===== config.mk =====
export PLATFORM = sky130hd
export DESIGN_NAME = link_handshake_keepalive_fsm_core
export DESIGN_NICKNAME = d
export VERILOG_FILES = /design/src/lhk_pkg.sv /design/src/lhk_cfg_regs.sv /design/src/link_handshake_keepalive_fsm_core.sv
export VERILOG_INCLUDE_DIRS = /design/src /design/src/src
export SDC_FILE = /design/constraint.sdc
export NUM_CORES = 1
export LEC_CHECK = 0
export BUFFER_PORTS_ARGS = -buffer_cell sky130_fd_sc_hd__buf_2
export CORE_ASPECT_RATIO = 1.4
export CORE_MARGIN = 4
export CORE_UTILIZATION = 67
export CTS_CLUSTER_DIAMETER = 80
export DETAILED_ROUTE_END_ITERATION = 8
export GPL_ROUTABILITY_DRIVEN = 0
export PLACE_DENSITY = 0.83
export SETUP_SLACK_MARGIN = 0.3
export SLEW_MARGIN = 20
export SYNTH_ARGS = -nofsm -noshare
export SYNTH_HDL_FRONTEND = slang
export SYNTH_SLANG_ARGS = --single-unit

===== constraint.sdc =====
create_clock -name aclk -period 11.8 [get_ports aclk]
set_input_delay 1.18 -clock aclk [delete_from_list [all_inputs] [get_ports aclk]]
set_output_delay 1.18 -clock aclk [all_outputs]
set_load 0.02 [all_outputs]

===== src/link_handshake_keepalive_fsm_core_macros.svh =====
// Assertion macros shared by the link handshake and keepalive engine.
`ifndef LINK_HANDSHAKE_KEEPALIVE_FSM_CORE_MACROS_SVH
`define LINK_HANDSHAKE_KEEPALIVE_FSM_CORE_MACROS_SVH

// The consequent must hold in the same cycle as the antecedent.
`define LHK_ASSERT_SAME(label, clk, rstn, ante, cons) \
    label: assert property (@(posedge clk) disable iff (!(rstn)) (ante) |-> (cons)) \
        else $error("link engine check failed in the same cycle");

// The consequent must hold in the cycle after the antecedent.
`define LHK_ASSERT_NEXT(label, clk, rstn, ante, cons) \
    label: assert property (@(posedge clk) disable iff (!(rstn)) (ante) |=> (cons)) \
        else $error("link engine check failed one cycle later");

`endif


===== src/lhk_pkg.sv =====
// Types, codes and constants of the link handshake and keepalive engine.
`timescale 1ns / 1ps

package lhk_pkg;

    localparam int unsigned TIME_W = 32;
    localparam int unsigned PERIOD_W = 16;
    localparam int unsigned CFG_INDEX_W = 3;

    typedef enum logic [2:0] {
        LS_UNLINKED      = 3'd0,
        LS_CONNECTING    = 3'd1,
        LS_CONNECTED     = 3'd2,
        LS_SPURIOUS      = 3'd3,
        LS_DISCONNECTED  = 3'd4
    } link_state_t;

    // Request types carried in the input tuser.
    localparam logic [1:0] REQ_TICK_START = 2'd0;
    localparam logic [1:0] REQ_PACKET     = 2'd1;
    localparam logic [1:0] REQ_TICK_END   = 2'd2;

    // Received packet kinds.
    localparam logic [2:0] PK_HELLO_ACK = 3'd0;
    localparam logic [2:0] PK_HSK_ACK   = 3'd1;
    localparam logic [2:0] PK_SPAWN     = 3'd2;
    localparam logic [2:0] PK_UPDATE    = 3'd3;
    localparam logic [2:0] PK_DESPAWN   = 3'd4;
    localparam logic [2:0] PK_WORLD     = 3'd5;
    localparam logic [2:0] PK_PING_RESP = 3'd6;
    localparam logic [2:0] PK_OTHER     = 3'd7;

    // Configuration register indexes.
    localparam logic [CFG_INDEX_W-1:0] CFG_RETRANSMIT = 3'd0;
    localparam logic [CFG_INDEX_W-1:0] CFG_TIMEOUT    = 3'd1;
    localparam logic [CFG_INDEX_W-1:0] CFG_SILENCE    = 3'd2;
    localparam logic [CFG_INDEX_W-1:0] CFG_PROBE      = 3'd3;
    localparam logic [CFG_INDEX_W-1:0] CFG_KEEPALIVE  = 3'd4;

    localparam logic [PERIOD_W-1:0] RST_RETRANSMIT = 16'd100;
    localparam logic [PERIOD_W-1:0] RST_TIMEOUT    = 16'd1000;
    localparam logic [PERIOD_W-1:0] RST_SILENCE    = 16'd100;
    localparam logic [PERIOD_W-1:0] RST_PROBE      = 16'd200;
    localparam logic [PERIOD_W-1:0] RST_KEEPALIVE  = 16'd1000;

    // Bits of the send-due-at-once flags.
    localparam int unsigned DUE_HELLO = 0;
    localparam int unsigned DUE_HSK   = 1;
    localparam int unsigned DUE_PROBE = 2;

    typedef struct packed {
        logic [PERIOD_W-1:0] retransmit;
        logic [PERIOD_W-1:0] timeout;
        logic [PERIOD_W-1:0] silence;
        logic [PERIOD_W-1:0] probe;
        logic [PERIOD_W-1:0] keepalive;
    } cfg_t;

    // True when at least lim milliseconds have gone by since the mark, modulo 2^32.
    function automatic logic elapsed(input logic [TIME_W-1:0] now,
                                     input logic [TIME_W-1:0] since,
                                     input logic [PERIOD_W-1:0] lim);
        logic [TIME_W-1:0] diff;
        diff = now - since;
        return diff >= {{(TIME_W-PERIOD_W){1'b0}}, lim};
    endfunction

endpackage


===== src/lhk_cfg_regs.sv =====
// Configuration register bank with timer periods and limits.
`timescale 1ns / 1ps

module lhk_cfg_regs (
    input  logic                              aclk,
    input  logic                              aresetn,
    input  logic                              wr_en,
    input  logic [lhk_pkg::CFG_INDEX_W-1:0]   index,
    input  logic [lhk_pkg::PERIOD_W-1:0]      wdata,
    output lhk_pkg::cfg_t                     cfg
);

    lhk_pkg::cfg_t cfg_reg;
    lhk_pkg::cfg_t cfg_next;

    always_comb begin
        cfg_next = cfg_reg;
        if (wr_en) begin
            case (index)
                lhk_pkg::CFG_RETRANSMIT: cfg_next.retransmit = wdata;
                lhk_pkg::CFG_TIMEOUT:    cfg_next.timeout    = wdata;
                lhk_pkg::CFG_SILENCE:    cfg_next.silence    = wdata;
                lhk_pkg::CFG_PROBE:      cfg_next.probe      = wdata;
                lhk_pkg::CFG_KEEPALIVE:  cfg_next.keepalive  = wdata;
                default: ;
            endcase
        end
    end

    always_ff @(posedge aclk) begin
        if (!aresetn) begin
            cfg_reg.retransmit <= lhk_pkg::RST_RETRANSMIT;
            cfg_reg.timeout    <= lhk_pkg::RST_TIMEOUT;
            cfg_reg.silence    <= lhk_pkg::RST_SILENCE;
            cfg_reg.probe      <= lhk_pkg::RST_PROBE;
            cfg_reg.keepalive  <= lhk_pkg::RST_KEEPALIVE;
        end else begin
            cfg_reg <= cfg_next;
        end
    end

    assign cfg = cfg_reg;

endmodule


===== src/link_handshake_keepalive_fsm_core.sv =====
// A result appears on m_tvalid in the cycle after its transaction is accepted.
// Throughput: one item per cycle; the only stall comes from the result register
// being full while m_tready is low.
// Reset (aresetn low, synchronous) returns the link to the unlinked state, clears timers,
// counters and the id, sets all send-due flags and restores the register defaults.
`timescale 1ns / 1ps
`include "link_handshake_keepalive_fsm_core_macros.svh"

module link_handshake_keepalive_fsm_core (
    input  logic          aclk,
    input  logic          aresetn,
    input  logic          cfg_wr_en,
    input  logic [2:0]    cfg_index,
    input  logic [15:0]   cfg_wdata,
    input  logic          s_tvalid,
    output logic          s_tready,
    input  logic [63:0]   s_tdata,   // now_ms[31:0], offered_id[63:32]
    input  logic [5:0]    s_tuser,   // req_type[1:0], pkt_kind[4:2], pkt_len_ok[5]
    output logic          m_tvalid,
    input  logic          m_tready,
    // link_state[2:0], state_changed[3], send_hello[4], send_handshake[5],
    // send_ping[6], ping_number[38:7], send_input[39], input_number[71:40],
    // local_id[103:72], link_up[104], zero fill[111:105]
    output logic [111:0]  m_tdata
);

    lhk_pkg::cfg_t cfg;

    lhk_cfg_regs u_cfg (
        .aclk    (aclk),
        .aresetn (aresetn),
        .wr_en   (cfg_wr_en),
        .index   (cfg_index),
        .wdata   (cfg_wdata),
        .cfg     (cfg)
    );

    // Input decode
    logic [1:0]  req;
    logic [2:0]  kind;
    logic        len_ok;
    logic [31:0] now;
    logic [31:0] offered;

    assign req     = s_tuser[1:0];
    assign kind    = s_tuser[4:2];
    assign len_ok  = s_tuser[5];
    assign now     = s_tdata[31:0];
    assign offered = s_tdata[63:32];

    // State
    lhk_pkg::link_state_t mode_reg, mode_next;
    logic [31:0] entered_reg, entered_next;
    logic [31:0] hello_at_reg, hello_at_next;
    logic [31:0] hsk_at_reg, hsk_at_next;
    logic [31:0] data_at_reg, data_at_next;
    logic [31:0] probe_at_reg, probe_at_next;
    logic [31:0] keep_at_reg, keep_at_next;
    logic [2:0]  due_reg, due_next;
    logic [31:0] ping_cnt_reg, ping_cnt_next;
    logic [31:0] input_cnt_reg, input_cnt_next;
    logic [31:0] id_reg, id_next;

    // Result register
    logic        m_valid_reg;
    logic [2:0]  o_state_reg;
    logic        o_changed_reg, o_hello_reg, o_hsk_reg, o_ping_reg, o_input_reg, o_up_reg;
    logic [31:0] o_ping_no_reg, o_input_no_reg, o_id_reg;

    logic acc;
    logic changed;
    logic hello_fire, hsk_fire, ping_fire, input_fire;
    logic el_timeout, el_silence, el_retx_hello, el_retx_hsk, el_probe, el_keep;

    assign s_tready = !m_valid_reg || m_tready;
    assign acc      = s_tvalid && s_tready;

    assign el_timeout    = lhk_pkg::elapsed(now, entered_reg, cfg.timeout);
    assign el_silence    = lhk_pkg::elapsed(now, data_at_reg, cfg.silence);
    assign el_retx_hello = lhk_pkg::elapsed(now, hello_at_reg, cfg.retransmit);
    assign el_retx_hsk   = lhk_pkg::elapsed(now, hsk_at_reg, cfg.retransmit);
    assign el_probe      = lhk_pkg::elapsed(now, probe_at_reg, cfg.probe);
    assign el_keep       = lhk_pkg::elapsed(now, keep_at_reg, cfg.keepalive);

    // Next link state
    always_comb begin
        mode_next    = mode_reg;
        entered_next = entered_reg;
        changed      = 1'b0;
        if (mode_reg != lhk_pkg::LS_DISCONNECTED) begin
            case (req)
                lhk_pkg::REQ_TICK_START: begin
                    case (mode_reg)
                        lhk_pkg::LS_UNLINKED, lhk_pkg::LS_CONNECTING,
                        lhk_pkg::LS_SPURIOUS: begin
                            if (el_timeout) begin
                                mode_next = lhk_pkg::LS_DISCONNECTED;
                                changed   = 1'b1;
                            end
                        end
                        lhk_pkg::LS_CONNECTED: begin
                            if (el_silence) begin
                                mode_next = lhk_pkg::LS_SPURIOUS;
                                changed   = 1'b1;
                            end
                        end
                        default: ;
                    endcase
                end
                lhk_pkg::REQ_PACKET: begin
                    if (len_ok) begin
                        case (kind)
                            lhk_pkg::PK_HELLO_ACK: begin
                                if (mode_reg == lhk_pkg::LS_UNLINKED) begin
                                    mode_next = lhk_pkg::LS_CONNECTING;
                                    changed   = 1'b1;
                                end
                            end
                            lhk_pkg::PK_HSK_ACK: begin
                                if (mode_reg == lhk_pkg::LS_CONNECTING) begin
                                    mode_next = lhk_pkg::LS_CONNECTED;
                                    changed   = 1'b1;
                                end
                            end
                            lhk_pkg::PK_UPDATE, lhk_pkg::PK_PING_RESP: begin
                                if (mode_reg == lhk_pkg::LS_SPURIOUS) begin
                                    mode_next = lhk_pkg::LS_CONNECTED;
                                    changed   = 1'b1;
                                end
                            end
                            default: ;
                        endcase
                    end
                end
                default: ;
            endcase
        end
        if (changed) begin
            entered_next = now;
        end
    end

    // Sends, timestamps and counters
    always_comb begin
        hello_fire     = 1'b0;
        hsk_fire       = 1'b0;
        ping_fire      = 1'b0;
        input_fire     = 1'b0;
        hello_at_next  = hello_at_reg;
        hsk_at_next    = hsk_at_reg;
        data_at_next   = data_at_reg;
        probe_at_next  = probe_at_reg;
        keep_at_next   = keep_at_reg;
        due_next       = due_reg;
        id_next        = id_reg;
        if (mode_reg != lhk_pkg::LS_DISCONNECTED) begin
            case (req)
                lhk_pkg::REQ_TICK_START: begin
                    case (mode_reg)
                        lhk_pkg::LS_UNLINKED: begin
                            hello_fire = due_reg[lhk_pkg::DUE_HELLO] || el_retx_hello;
                        end
                        lhk_pkg::LS_CONNECTING: begin
                            hsk_fire = due_reg[lhk_pkg::DUE_HSK] || el_retx_hsk;
                        end
                        lhk_pkg::LS_SPURIOUS: begin
                            ping_fire = due_reg[lhk_pkg::DUE_PROBE] || el_probe;
                            if (ping_fire) begin
                                probe_at_next = now;
                                due_next[lhk_pkg::DUE_PROBE] = 1'b0;
                            end
                        end
                        default: ;
                    endcase
                    if (hello_fire) begin
                        hello_at_next = now;
                        due_next[lhk_pkg::DUE_HELLO] = 1'b0;
                    end
                    if (hsk_fire) begin
                        hsk_at_next = now;
                        due_next[lhk_pkg::DUE_HSK] = 1'b0;
                    end
                end
                lhk_pkg::REQ_PACKET: begin
                    if (len_ok) begin
                        case (kind)
                            lhk_pkg::PK_HELLO_ACK: begin
                                if (mode_reg == lhk_pkg::LS_UNLINKED) begin
                                    id_next = offered;
                                    due_next[lhk_pkg::DUE_HSK] = 1'b1;
                                end
                            end
                            lhk_pkg::PK_HSK_ACK: begin
                                if (mode_reg == lhk_pkg::LS_CONNECTING) begin
                                    data_at_next = now;
                                end
                            end
                            lhk_pkg::PK_SPAWN, lhk_pkg::PK_UPDATE, lhk_pkg::PK_DESPAWN: begin
                                data_at_next = now;
                            end
                            default: ;
                        endcase
                    end
                end
                lhk_pkg::REQ_TICK_END: begin
                    if (mode_reg == lhk_pkg::LS_CONNECTED ||
                        mode_reg == lhk_pkg::LS_SPURIOUS) begin
                        input_fire = 1'b1;
                    end
                    if (mode_reg == lhk_pkg::LS_CONNECTED && el_keep) begin
                        ping_fire    = 1'b1;
                        keep_at_next = now;
                    end
                end
                default: ;
            endcase
        end
        ping_cnt_next  = ping_fire ? ping_cnt_reg + 32'd1 : ping_cnt_reg;
        input_cnt_next = input_fire ? input_cnt_reg + 32'd1 : input_cnt_reg;
    end

    always_ff @(posedge aclk) begin
        if (!aresetn) begin
            mode_reg      <= lhk_pkg::LS_UNLINKED;
            entered_reg   <= '0;
            hello_at_reg  <= '0;
            hsk_at_reg    <= '0;
            data_at_reg   <= '0;
            probe_at_reg  <= '0;
            keep_at_reg   <= '0;
            due_reg       <= 3'b111;
            ping_cnt_reg  <= '0;
            input_cnt_reg <= '0;
            id_reg        <= '0;
            m_valid_reg   <= 1'b0;
        end else begin
            if (acc) begin
                mode_reg      <= mode_next;
                entered_reg   <= entered_next;
                hello_at_reg  <= hello_at_next;
                hsk_at_reg    <= hsk_at_next;
                data_at_reg   <= data_at_next;
                probe_at_reg  <= probe_at_next;
                keep_at_reg   <= keep_at_next;
                due_reg       <= due_next;
                ping_cnt_reg  <= ping_cnt_next;
                input_cnt_reg <= input_cnt_next;
                id_reg        <= id_next;
                m_valid_reg   <= 1'b1;
            end else if (m_tready) begin
                m_valid_reg   <= 1'b0;
            end
        end
    end

    // Result payload; loaded only when a transaction is accepted.
    always_ff @(posedge aclk) begin
        if (acc) begin
            o_state_reg    <= mode_next;
            o_changed_reg  <= changed;
            o_hello_reg    <= hello_fire;
            o_hsk_reg      <= hsk_fire;
            o_ping_reg     <= ping_fire;
            o_ping_no_reg  <= ping_fire ? ping_cnt_reg : 32'd0;
            o_input_reg    <= input_fire;
            o_input_no_reg <= input_fire ? input_cnt_reg : 32'd0;
            o_id_reg       <= id_next;
            o_up_reg       <= (mode_next == lhk_pkg::LS_CONNECTED) ||
                              (mode_next == lhk_pkg::LS_SPURIOUS);
        end
    end

    assign m_tvalid = m_valid_reg;
    assign m_tdata  = {7'd0, o_up_reg, o_id_reg, o_input_no_reg, o_input_reg,
                       o_ping_no_reg, o_ping_reg, o_hsk_reg, o_hello_reg,
                       o_changed_reg, o_state_reg};

    // Disconnected is terminal until reset.
    `LHK_ASSERT_NEXT(a_disc_terminal, aclk, aresetn, mode_reg == lhk_pkg::LS_DISCONNECTED, mode_reg == lhk_pkg::LS_DISCONNECTED)
    // An item taken while disconnected sends nothing and changes nothing.
    `LHK_ASSERT_NEXT(a_disc_quiet, aclk, aresetn, acc && mode_reg == lhk_pkg::LS_DISCONNECTED, !(o_changed_reg || o_hello_reg || o_hsk_reg || o_ping_reg || o_input_reg))
    // Every ping sent advances the ping counter by exactly one.
    `LHK_ASSERT_NEXT(a_ping_count, aclk, aresetn, acc && ping_fire, ping_cnt_reg == $past(ping_cnt_reg) + 32'd1)
    // Input frames are sent only while the link is up.
    `LHK_ASSERT_SAME(a_input_when_up, aclk, aresetn, m_valid_reg && o_input_reg, o_up_reg)

endmodule


After elaboration in Yosys (flattened, before gate mapping) --
Index checks and enable logic that the tools add are counted. W data, S select, Z words.
Cells by class: muxes and demuxes 47, equality and inequality tests 22, reduce and logical (&&, ||, !) cells 34, $add $sub $neg 8, order comparisons 6
Operator list (count):
- $ge A32 B16 Y1 | 6
- $mux W32 | 6
- $sub A32 B32 Y32 | 6
- $add A32 B1 Y32 const B | 2
- $pmux W32 S2 | 1
- $mux W1 | 25
- $eq A3 B2 Y1 const B | 8
- $mux W3 | 7
- $reduce_and A2 Y1 | 9
- $pmux W3 S2 | 2
- $reduce_and A4 Y1 | 3
- $eq A3 B1 Y1 const B | 3
- $eq A3 B3 Y1 const B | 3
- $logic_not A3 Y1 | 3
- $pmux W3 S3 | 1
- $ne A2 B2 Y1 const B | 4
- $pmux W1 S2 | 4
- $reduce_and A7 Y1 | 1
- $logic_or A1 B1 Y1 | 6
- $reduce_and A6 Y1 | 1
- $reduce_bool A2 Y1 | 3
- $reduce_or A3 Y1 | 2
- $reduce_and A5 Y1 | 1
- $ne A3 B3 Y1 const B | 1
- other kinds (8) | 9
Storage, ports and cells: input bits 94, flip-flop bits (word level) 480

Longest topological paths before layout --
Gate-level depths: netlist of the first run.
depth after elaboration 8, gate-level depth with buffers 25, depth with buffers taken out 24

Modules after synthesis --
A second synthesis of the first run with hierarchy kept.
Second synthesis, totals: cell total of the unflattened synthesis 3836, area, all modules 32352.3 µm²
Modules (own cells, without submodules):
- link_handshake_keepalive_fsm_core | seq. area each 9058.7 µm², area an instance 29314.4 µm², times used 1, cells each 3548
- lhk_cfg_regs | seq. area each 1601.5 µm², area an instance 3037.9 µm², times used 1, cells each 288

Worst setup path before layout of the first run --
Ideal clock, no wire load.
kind input to register, start in s_tdata[0], end reg hello_at_reg[10], arrival 5721 ps, required time 11684 ps, path buffers 1, setup slack 5963 ps, cell stages on the path 23, cell sequence inv_1 ha_1 inv_1 fa_1 a211o_1 a2111oi_2 nor2_1 o21ai_0 nand2b_1 a21oi_1 xnor2_1 ha_1 a21o_1 a211oi_1 o22ai_1 nor4b_2 o21ai_1 nor4_1 nand4_1 o41ai_4 buf_6 mux2i_1 nor2b_1
On the way: cells in the longest elaborated chain, start to end 7
Ends and longest elaborated chain:
- from (decl) | RTL line link_handshake_keepalive_fsm_core.sv:17 | input logic [63:0] s_tdata,
- $sub A32 B32 Y32 | RTL line lhk_pkg.sv:64 | diff = now - since;
- $ge A32 B16 Y1 | RTL line lhk_pkg.sv:65 | return diff >= {{(TIME_W-PERIOD_W){1'b0}}, lim};
- $logic_or A1 B1 Y1 | RTL line link_handshake_keepalive_fsm_core.sv:161 | hello_fire = due_reg[lhk_pkg::DUE_HELLO] || el_retx_hello;
- $mux W1 | RTL line link_handshake_keepalive_fsm_core.sv:159 | case (mode_reg)
- $mux W1 | RTL line link_handshake_keepalive_fsm_core.sv:157 | case (req)
- $mux W1 | RTL line link_handshake_keepalive_fsm_core.sv:156 | if (mode_reg != lhk_pkg::LS_DISCONNECTED) begin
- $reduce_and A4 Y1 (no line)
- to (signal assigned) | RTL line link_handshake_keepalive_fsm_core.sv:240 | hello_at_reg <= hello_at_next;
- to (decl) | RTL line link_handshake_keepalive_fsm_core.sv:54 | logic [31:0] hello_at_reg, hello_at_next;
No other way between the ends. The select of a mux whose other input is x is not followed. A chain may end at the register's enable or synchronous reset.

Worst setup path in the final report of the first run --
start in s_tdata[0], end reg o_ping_no_reg[18], data pin
On the way: cells in the longest elaborated chain, start to end 6, elaborated cells on any way between the ends 10, classes of those cells 2 x add/sub; 2 x order compare; 4 x mux; 2 x reduce/logical
Ends and longest elaborated chain:
- $sub A32 B32 Y32 | RTL line lhk_pkg.sv:64
- $ge A32 B16 Y1 | RTL line lhk_pkg.sv:65
- $logic_and A1 B1 Y1 or $logic_or A1 B1 Y1 (tied branches) | RTL line link_handshake_keepalive_fsm_core.sv:210, link_handshake_keepalive_fsm_core.sv:167
- $mux W1 (on tied branches) | RTL line link_handshake_keepalive_fsm_core.sv:210, link_handshake_keepalive_fsm_core.sv:159
- $pmux W1 S2 * | RTL line link_handshake_keepalive_fsm_core.sv:157
- $mux W1 * | RTL line link_handshake_keepalive_fsm_core.sv:156
- to (signal assigned) | RTL line link_handshake_keepalive_fsm_core.sv:264 | o_ping_no_reg <= ping_fire ? ping_cnt_reg : 32'd0;
- to (decl) | RTL line link_handshake_keepalive_fsm_core.sv:68 | logic [31:0] o_ping_no_reg, o_input_no_reg, o_id_reg;
Mark *: on every way between the ends. The rest lies on a longest branch, timed or not.

==> results of run 1 <==
## layout by cell type, fill, tap and decap left out, types with 24 or more instances in the layout
| cell | Yosys | final |
|---|---|---|
| a211oi_1 | 40 | 40 |
| a21boi_0 | 73 | 73 |
| a21o_1 | 76 | 76 |
| a21oi_1 | 236 | 235 |
| a31oi_1 | 25 | 25 |
| and2_1 | 109 | 109 |
| and3_1 | 37 | 37 |
| buf_2 | 14 | 199 |
| clkbuf_16 | 0 | 49 |
| dfxtp_1 | 375 | 375 |
| edfxtp_1 | 105 | 105 |
| ha_1 | 284 | 284 |
| inv_1 | 326 | 325 |
| mux2_2 | 34 | 34 |
| mux2i_1 | 236 | 236 |
| nand2_1 | 478 | 478 |
| nand2b_1 | 61 | 61 |
| nand3_1 | 77 | 77 |
| nand4_1 | 64 | 64 |
| nor2_1 | 232 | 232 |
| nor2b_1 | 153 | 153 |
| nor3_1 | 47 | 46 |
| nor3b_1 | 49 | 48 |
| nor4_1 | 24 | 24 |
| o211ai_1 | 49 | 49 |
| o21a_1 | 43 | 42 |
| o21ai_0 | 136 | 136 |
| xnor2_1 | 98 | 98 |
| xor2_1 | 42 | 42 |
## through the flow
step           instance area (µm²)  utilization [%]  instances  hold WS [ns]  total power [mW]
2_1_floorplan                33100                -       3946         0.419              2.36
3_3_place_gp                 34300             70.2       4630         0.429              2.58
3_5_place_dp                 34300             70.2       4630         0.432              2.59
4_1_cts                      35900             73.5       4718         0.441              4.17
5_1_grt                      36000             73.6       4719         0.474              4.34
6_report                     36000             73.6       4720         0.443              4.17
## logic make-up after synthesis
family,after synthesis
AO/OA/AOI/OAI,859
XOR/XNOR,140
adder cells (fa/ha/maj),290
buffers and inverters,496
flip-flops,480
multiplexers,271
other,1
AND/OR/NAND/NOR,1403
## worst max-delay path: cells and delay by family
family,cells,cell delay [ns]
AND/OR/NAND/NOR,7,1.93
AO/OA/AOI/OAI,11,2.32
XOR/XNOR,1,0.08
adder cells (fa/ha/maj),3,0.82
buffers and inverters,4,0.76
## worst min path at each step
stage	start	to	slack [ns]	cells past startpoint
after floorplan	due_reg[2]	due_reg[2]	0.42	2
after CTS	due_reg[2]	due_reg[2]	0.44	2
after global routing	due_reg[2]	due_reg[2]	0.47	2
after global placement	due_reg[2]	due_reg[2]	0.43	2
final	due_reg[2]	due_reg[2]	0.44	2
after detailed placement	due_reg[2]	due_reg[2]	0.43	2
## report_power, final
part / switching (mW) / total (mW) / internal (mW)
Clock: 0.673 / 1.59 / 0.919
Combinational: 0.525 / 0.836 / 0.311
Sequential: 0.0193 / 1.74 / 1.73
Total: 1.22 / 4.17 / 2.95
## final cells by class
type,count,area share (%)
tap,637,2.22
multi-input combinational,2970,57.0
clock inverter,19,0.664
timing repair buffer,216,3.21
antenna,1,0.00696
clock buffer,69,3.81
sequential,480,29.6
inverter,328,3.43
## layer usage
layer,GRT usage (%),part of all wire [%]
met5,0,0.039
met4,23.1,8.1
met3,7.17,7.4
met2,60.1,49
met1,36.0,36
==> summary.txt, run 1 <==
Outcome
  • Status: finished clean

Power
  • Leakage dissipation: 14.5 nW
  • VDD IR max: 143 µV
  • P per Cell Area: 116 nW/µm²

Timing
  • Final setup violation count: 0
  • Final Hold Fails: 0
  • Clk_skew: 0.0249 ns
  • Max-slew violation count: 0
  • Period utilization: 57.8%
  • RSZ-0062 raised after global routing: no
  • Final worst path period need: 6.82 ns
  • Worst Max-Slew Pin Slew: 1.02 ns
  • Worst setup margin: 4.98 ns
  • Rel. slew slack: 32.0%
  • Max Fclk: 147 MHz
  • Fin Setup TNS: 0 ns

Logic synthesis
  • Yosys top cell by area: dfxtp_1
  • Largest family of logic cells by synthesized area: simple AND/OR/NAND/NOR gates
  • Ys flop type: dfxtp_1
  • Synth area leaders: dfxtp_1 23%, ha_1 11%, edfxtp_1 9.5%, mux2i_1 7.1%, nand2_1 5.4%
  • Post-Syn Area: 33100 µm²
  • YS warnings: 0
  • Post-Syn Instances: 3940
  • XOR/XNOR Fraction of Synth Area: 3.71%
  • Sequential fraction of the synthesis area: 32.2%
  • Top cells by count, synth: 478 x nand2_1, 375 x dfxtp_1, 326 x inv_1
  • Adder-Cell Fraction of Synth Area: 11.1%
  • Synthesis-stage register bit count: 480
  • Compound-Gate Fraction of Synth Area: 17.4%
  • Avg Inst Size Synth: 8.39 µm²
  • Async set-reset flop share out of synthesis: 0%
  • Simple-gate share of the synthesized area: 21.2%
  • Number of enable flip-flop cells after synthesis: 105
  • Yosys top cell area share: 22.7%
  • Post-synth cell types: 95
  • Count leader, synth: nand2_1
  • Multiplexer area fraction after synthesis: 8.33%

Layout
  • Fillers: 3804
  • Total Nets Final: 4428
  • Multi-input logic area: 20500 µm²
  • Flip-flop count of the largest register after layout: 80
  • Layout cells sized above 1: 8.89%
  • Area delta synth->final: 8.75%
  • Storage element area: 10700 µm²

Global route
  • GRT Total Usage: 34.0%
  • Vias in the first global route: 29200
  • Largest net degree at the start of global routing: 197
  • Grt ovf: 0
  • First-pass GRT wire length: 147000 µm
  • Initial antenna violation count: 2

Flow run
  • Max_cap viols: 0

Routing
  • Remaining antenna violation count: 0
  • First-pass iteration count of the detailed router: 6
  • Drt drc: 0
  • Final wirelength: 92900 µm
  • Routed len/inst: 19.7 µm
  • DRT iter0 DRCs: 1866
  • DR vias: 29300
  • Via/cell ratio: 6.20

Clocking
  • CTS tree: done
  • Post-CTS sizing: 0
  • Clock slew at reported path FFs: 0.06 ns
  • Clock Path Buffers: 3
  • Worst skew pair latency: 0.61 ns
  • Buffers inserted by post-CTS timing repair: 0
  • H-tree Lvls: 2
  • Clk root buf: clkbuf_16
  • CTS Sinks: 480
  • CTS hold repair buffers: 0
  • Total CTS buffers: 48

Placement
  • Dpl hpwl: 67100 µm
  • IO Port Bufs: 200
  • Pre-CTS setup slack: 4.52 ns

Setup path
  • Worst path slowest cell: nand2_1
  • CP required: 12.15 ns
  • CP max FO: 33
  • Reg2Reg Setup Slack: 5.59 ns
  • Most common cell on crit path: a21oi_1
  • Worst path max stage delay: 0.60 ns
  • Startpoint types: input port
  • Worst Setup End Kind: register
  • Critical Path End: o_ping_no_reg[18]
  • Reg-to-Reg Start: probe_at_reg[1]
  • R2r worst-path depth: 21
  • Reg2reg end: o_ping_no_reg[18]
  • Worst Setup SP: s_tdata[0]
  • Kind of critical path: in2reg
  • CP arrival: 7.17 ns

Floorplanning
  • Chip Width: 196 µm
  • Starting Density: 67.6%
  • Area of the core: 48900 µm²
  • Chip height: 271 µm
  • Site Rows: 96
  • Die footprint: 53000 µm²
  • Ports: 208

Min path
  • Hold crit path type: reg2reg
Note: power is estimated with default switching activity, not from simulation.
==> inputs of run 2 (changes only) <==
--- a/config.mk
+++ b/config.mk
@@ -9,11 +9,11 @@
 export BUFFER_PORTS_ARGS = -buffer_cell sky130_fd_sc_hd__buf_2
 export CORE_ASPECT_RATIO = 1.4
 export CORE_MARGIN = 4
-export CORE_UTILIZATION = 67
+export CORE_UTILIZATION = 62
 export CTS_CLUSTER_DIAMETER = 80
 export DETAILED_ROUTE_END_ITERATION = 8
 export GPL_ROUTABILITY_DRIVEN = 0
-export PLACE_DENSITY = 0.83
+export PLACE_DENSITY = 0.77
 export SETUP_SLACK_MARGIN = 0.3
 export SLEW_MARGIN = 20
 export SYNTH_ARGS = -nofsm -noshare
==> constraint.sdc (replaced) <==
create_clock -name aclk -period 7.06 [get_ports aclk]
set_input_delay 0.706 -clock aclk [delete_from_list [all_inputs] [get_ports aclk]]
set_output_delay 0.706 -clock aclk [all_outputs]
set_load 0.02 [all_outputs]
==> run 2 against run 1 <==
Against the previous run:
- flip-flop and latch count did not move
- hold slack got worse by 0.084 ns
- sequential share of layout area fell by 0.28 points
- worst setup slack got worse by 3.9 ns
- count of clock-buffer cells in the layout fell by 9
- non-clock buffer count rose by 14
- critical path type unchanged
- register-to-register slack got worse by 4.4 ns
- wire length fell by 1.1%
==> summary.txt, run 2 (synthesis gave the netlist of run 1 again) <==
Clocking
  • CTS tree: done (unchanged)
  • Clock Path Buffers: 3 (unchanged)
  • Buffers inserted by post-CTS timing repair: 0 (unchanged)
  • CTS hold repair buffers: 0 (unchanged)
  • Total CTS buffers: 49 (was 48)
  • Worst skew pair latency: 0.61 ns (about the same)
  • Post-CTS sizing: 0 (unchanged)
  • CTS Sinks: 480 (unchanged)
  • Clk root buf: clkbuf_16 (unchanged)
  • H-tree Lvls: 2 (unchanged)
  • Clock slew at reported path FFs: 0.07 ns (was 0.06 ns)

Routing
  • Drt drc: 0 (unchanged)
  • Remaining antenna violation count: 0 (unchanged)
  • DR vias: 28900 (was 29300)
  • DRT iter0 DRCs: 1588 (was 1866)
  • Via/cell ratio: 6.02 (was 6.20)
  • First-pass iteration count of the detailed router: 5 (was 6)
  • Final wirelength: 91900 µm (was 92900 µm)
  • Routed len/inst: 19.1 µm (was 19.7 µm)

Flow run
  • Max_cap viols: 0 (unchanged)

Global route
  • Vias in the first global route: 28500 (was 29200)
  • Grt ovf: 0 (unchanged)
  • First-pass GRT wire length: 146000 µm (was 147000 µm)
  • Largest net degree at the start of global routing: 221 (was 197)
  • GRT Total Usage: 31.3% (was 34.0%)
  • Initial antenna violation count: 1 (was 2)

Layout
  • Most frequent cells in the layout: 478 x nand2_1, 375 x dfxtp_1, 325 x inv_1 (unchanged)
  • Layout cells sized above 1: 9.49% (was 8.89%)
  • Fin util: 69.1% (was 73.6%)
  • Flip-flop count of the largest register after layout: 80 (unchanged)
  • Area delta synth->final: 9.78% (was 8.75%)
  • Total Nets Final: 4443 (was 4428)
  • Commonest non-fill, non-tap cell in the layout: nand2_1 (unchanged)
  • Fillers: 4461 (was 3804)

Timing
  • Rel. slew slack: 23.0% (was 32.0%)
  • Max-slew violation count: 0 (unchanged)
  • Final setup violation count: 0 (unchanged)
  • Final Hold Fails: 0 (unchanged)
  • Clk_skew: 0.0177 ns (was 0.0249 ns)
  • Max Fclk: 167 MHz
  • Fin Setup TNS: 0 ns (unchanged)
  • RSZ-0062 raised after global routing: no (unchanged)
  • Final worst path period need: 5.99 ns
  • Period utilization: 84.8%
  • Worst Max-Slew Pin Slew: 1.15 ns (was 1.02 ns)

Setup path
  • Worst Setup SP: s_tdata[1] (was s_tdata[0])
  • Kind of critical path: in2reg (unchanged)
  • CP arrival: 6.51 ns (was 7.17 ns)
  • Worst path cell trace: buf_2 > inv_1 > fa_1 > nor2b_1 > o211ai_1 > a21o_1 > o31ai_2 > xor2_1 > ha_1 > nand4_1 > or4_1 > a21oi_1 > nor4b_1 > o221ai_1 > a2111o_1 > a2111oi_0 > nand3_1 > a211oi_4 > buf_4 > mux2i_1
  • Worst path slowest cell: fa_1 (was nand2_1)
  • CP required: 7.58 ns (was 12.15 ns)
  • Startpoint types: input port (unchanged)
  • CP max FO: 32 (was 33)
  • Worst path max stage delay: 0.50 ns (was 0.60 ns)
  • Worst Setup End Kind: register (unchanged)
  • Reg-to-Reg Start: data_at_reg[2] (was probe_at_reg[1])

Outcome
  • Status: finished clean (unchanged)

Floorplanning
  • Site Rows: 99 (was 96)
  • Chip height: 281 µm (was 271 µm)
  • Starting Density: 63.0% (was 67.6%)
  • Ports: 208 (unchanged)
  • Die footprint: 57200 µm² (was 53000 µm²)
  • Area of the core: 52500 µm² (was 48900 µm²)
  • Chip Width: 203 µm (was 196 µm)

Min path
  • Hold Startpoint: s_tvalid (was due_reg[2])
  • Hold crit path type: in2reg (was reg2reg)

Power
  • VDD IR max: 246 µV (was 143 µV)
  • Seq pwr share: 40.7% (was 41.8%)
  • Comb pwr share: 19.5% (was 20.0%)
  • P per Cell Area: 197 nW/µm² (was 116 nW/µm²)
  • Switching power: 2.10 mW (was 1.22 mW)
  • Final Power: 7.16 mW (was 4.17 mW)
  • Leakage dissipation: 14.6 nW (was 14.5 nW)
  • Switching share of power: 29.3% (was 29.2%)
  • Power share of the clock group: 39.8% (was 38.2%)
  • P_int: 5.06 mW (was 2.95 mW)

Placement
  • IO Port Bufs: 200 (unchanged)
  • Dpl hpwl: 67600 µm (was 67100 µm)
==> run 2: cell types whose count changed in the layout (fill, tap and decap cells not counted), sizes merged <==
cell    change
clkinv      +5
clkbuf      -9
buf        +14
inv         +4
bufinv      +3
==> run 2: worst paths after layout <==
check / end / slack (ns) / cells past startpoint
worst max-delay path: entered_reg[31] / 1.07 / 20
worst min-delay path: m_tvalid / 0.36 / 3
worst max register to register: entered_reg[31] / 1.19 / 20
worst min register to register: due_reg[2] / 0.46 / 2
==> run 2: final cells by class <==
class                   instances  area [µm²]  area share, %
clock buffers                  60        1330           3.66
diodes                          1        2.50        0.00689
flip-flops and latches        480       10700           29.4
repair buffers                230        1270           3.51
clock inverters                31         423           1.16
inverters                     328        1230           3.40
well taps                     707         885           2.44
multi-input cells            2970       20500           56.5
==> run 2: worst max-delay path: cells and delay by family <==
family                     cells  cell delay (ns)
and+or+nand+nor                5             1.27
adders and majority gates      2             0.77
muxes                          1             0.28
xor gates and xnor gates       1             0.20
AOI/OAI and AO/OA              8             2.19
buffers and inverters          3             1.07
==> run 2: layer usage <==
metal / vias to the layer above / GRT usage (%) / wire length (µm)
li1: 14100 / - / -
met5: - / 0 / 0
met3: 330 / 5.31 / 5800
met4: 0 / 18.7 / 6310
met2: 1011 / 55.8 / 45100
met1: 13500 / 35.0 / 34700
==> run 2: power groups by stage <==
stage,sequential (mW),combinational [mW],clock (mW)
after detailed placement,2.97,1.36,0
after global placement,2.97,1.35,0
final,2.91,1.39,2.85
after floorplan,3.02,0.925,0
after CTS,2.91,1.37,2.89
after global routing,2.92,1.53,2.99
==> run 2: per-stage QoR <==
step	instances	cell area (µm²)	hold slack, ns	setup slack [ns]
5_1_grt	4807	36300	0.383	0.680
6_report	4807	36300	0.360	1.07
3_5_place_dp	4715	34600	0.442	0.465
2_1_floorplan	3946	33100	0.419	1.70
4_1_cts	4806	36300	0.334	1.05
3_3_place_gp	4715	34600	0.436	0.646
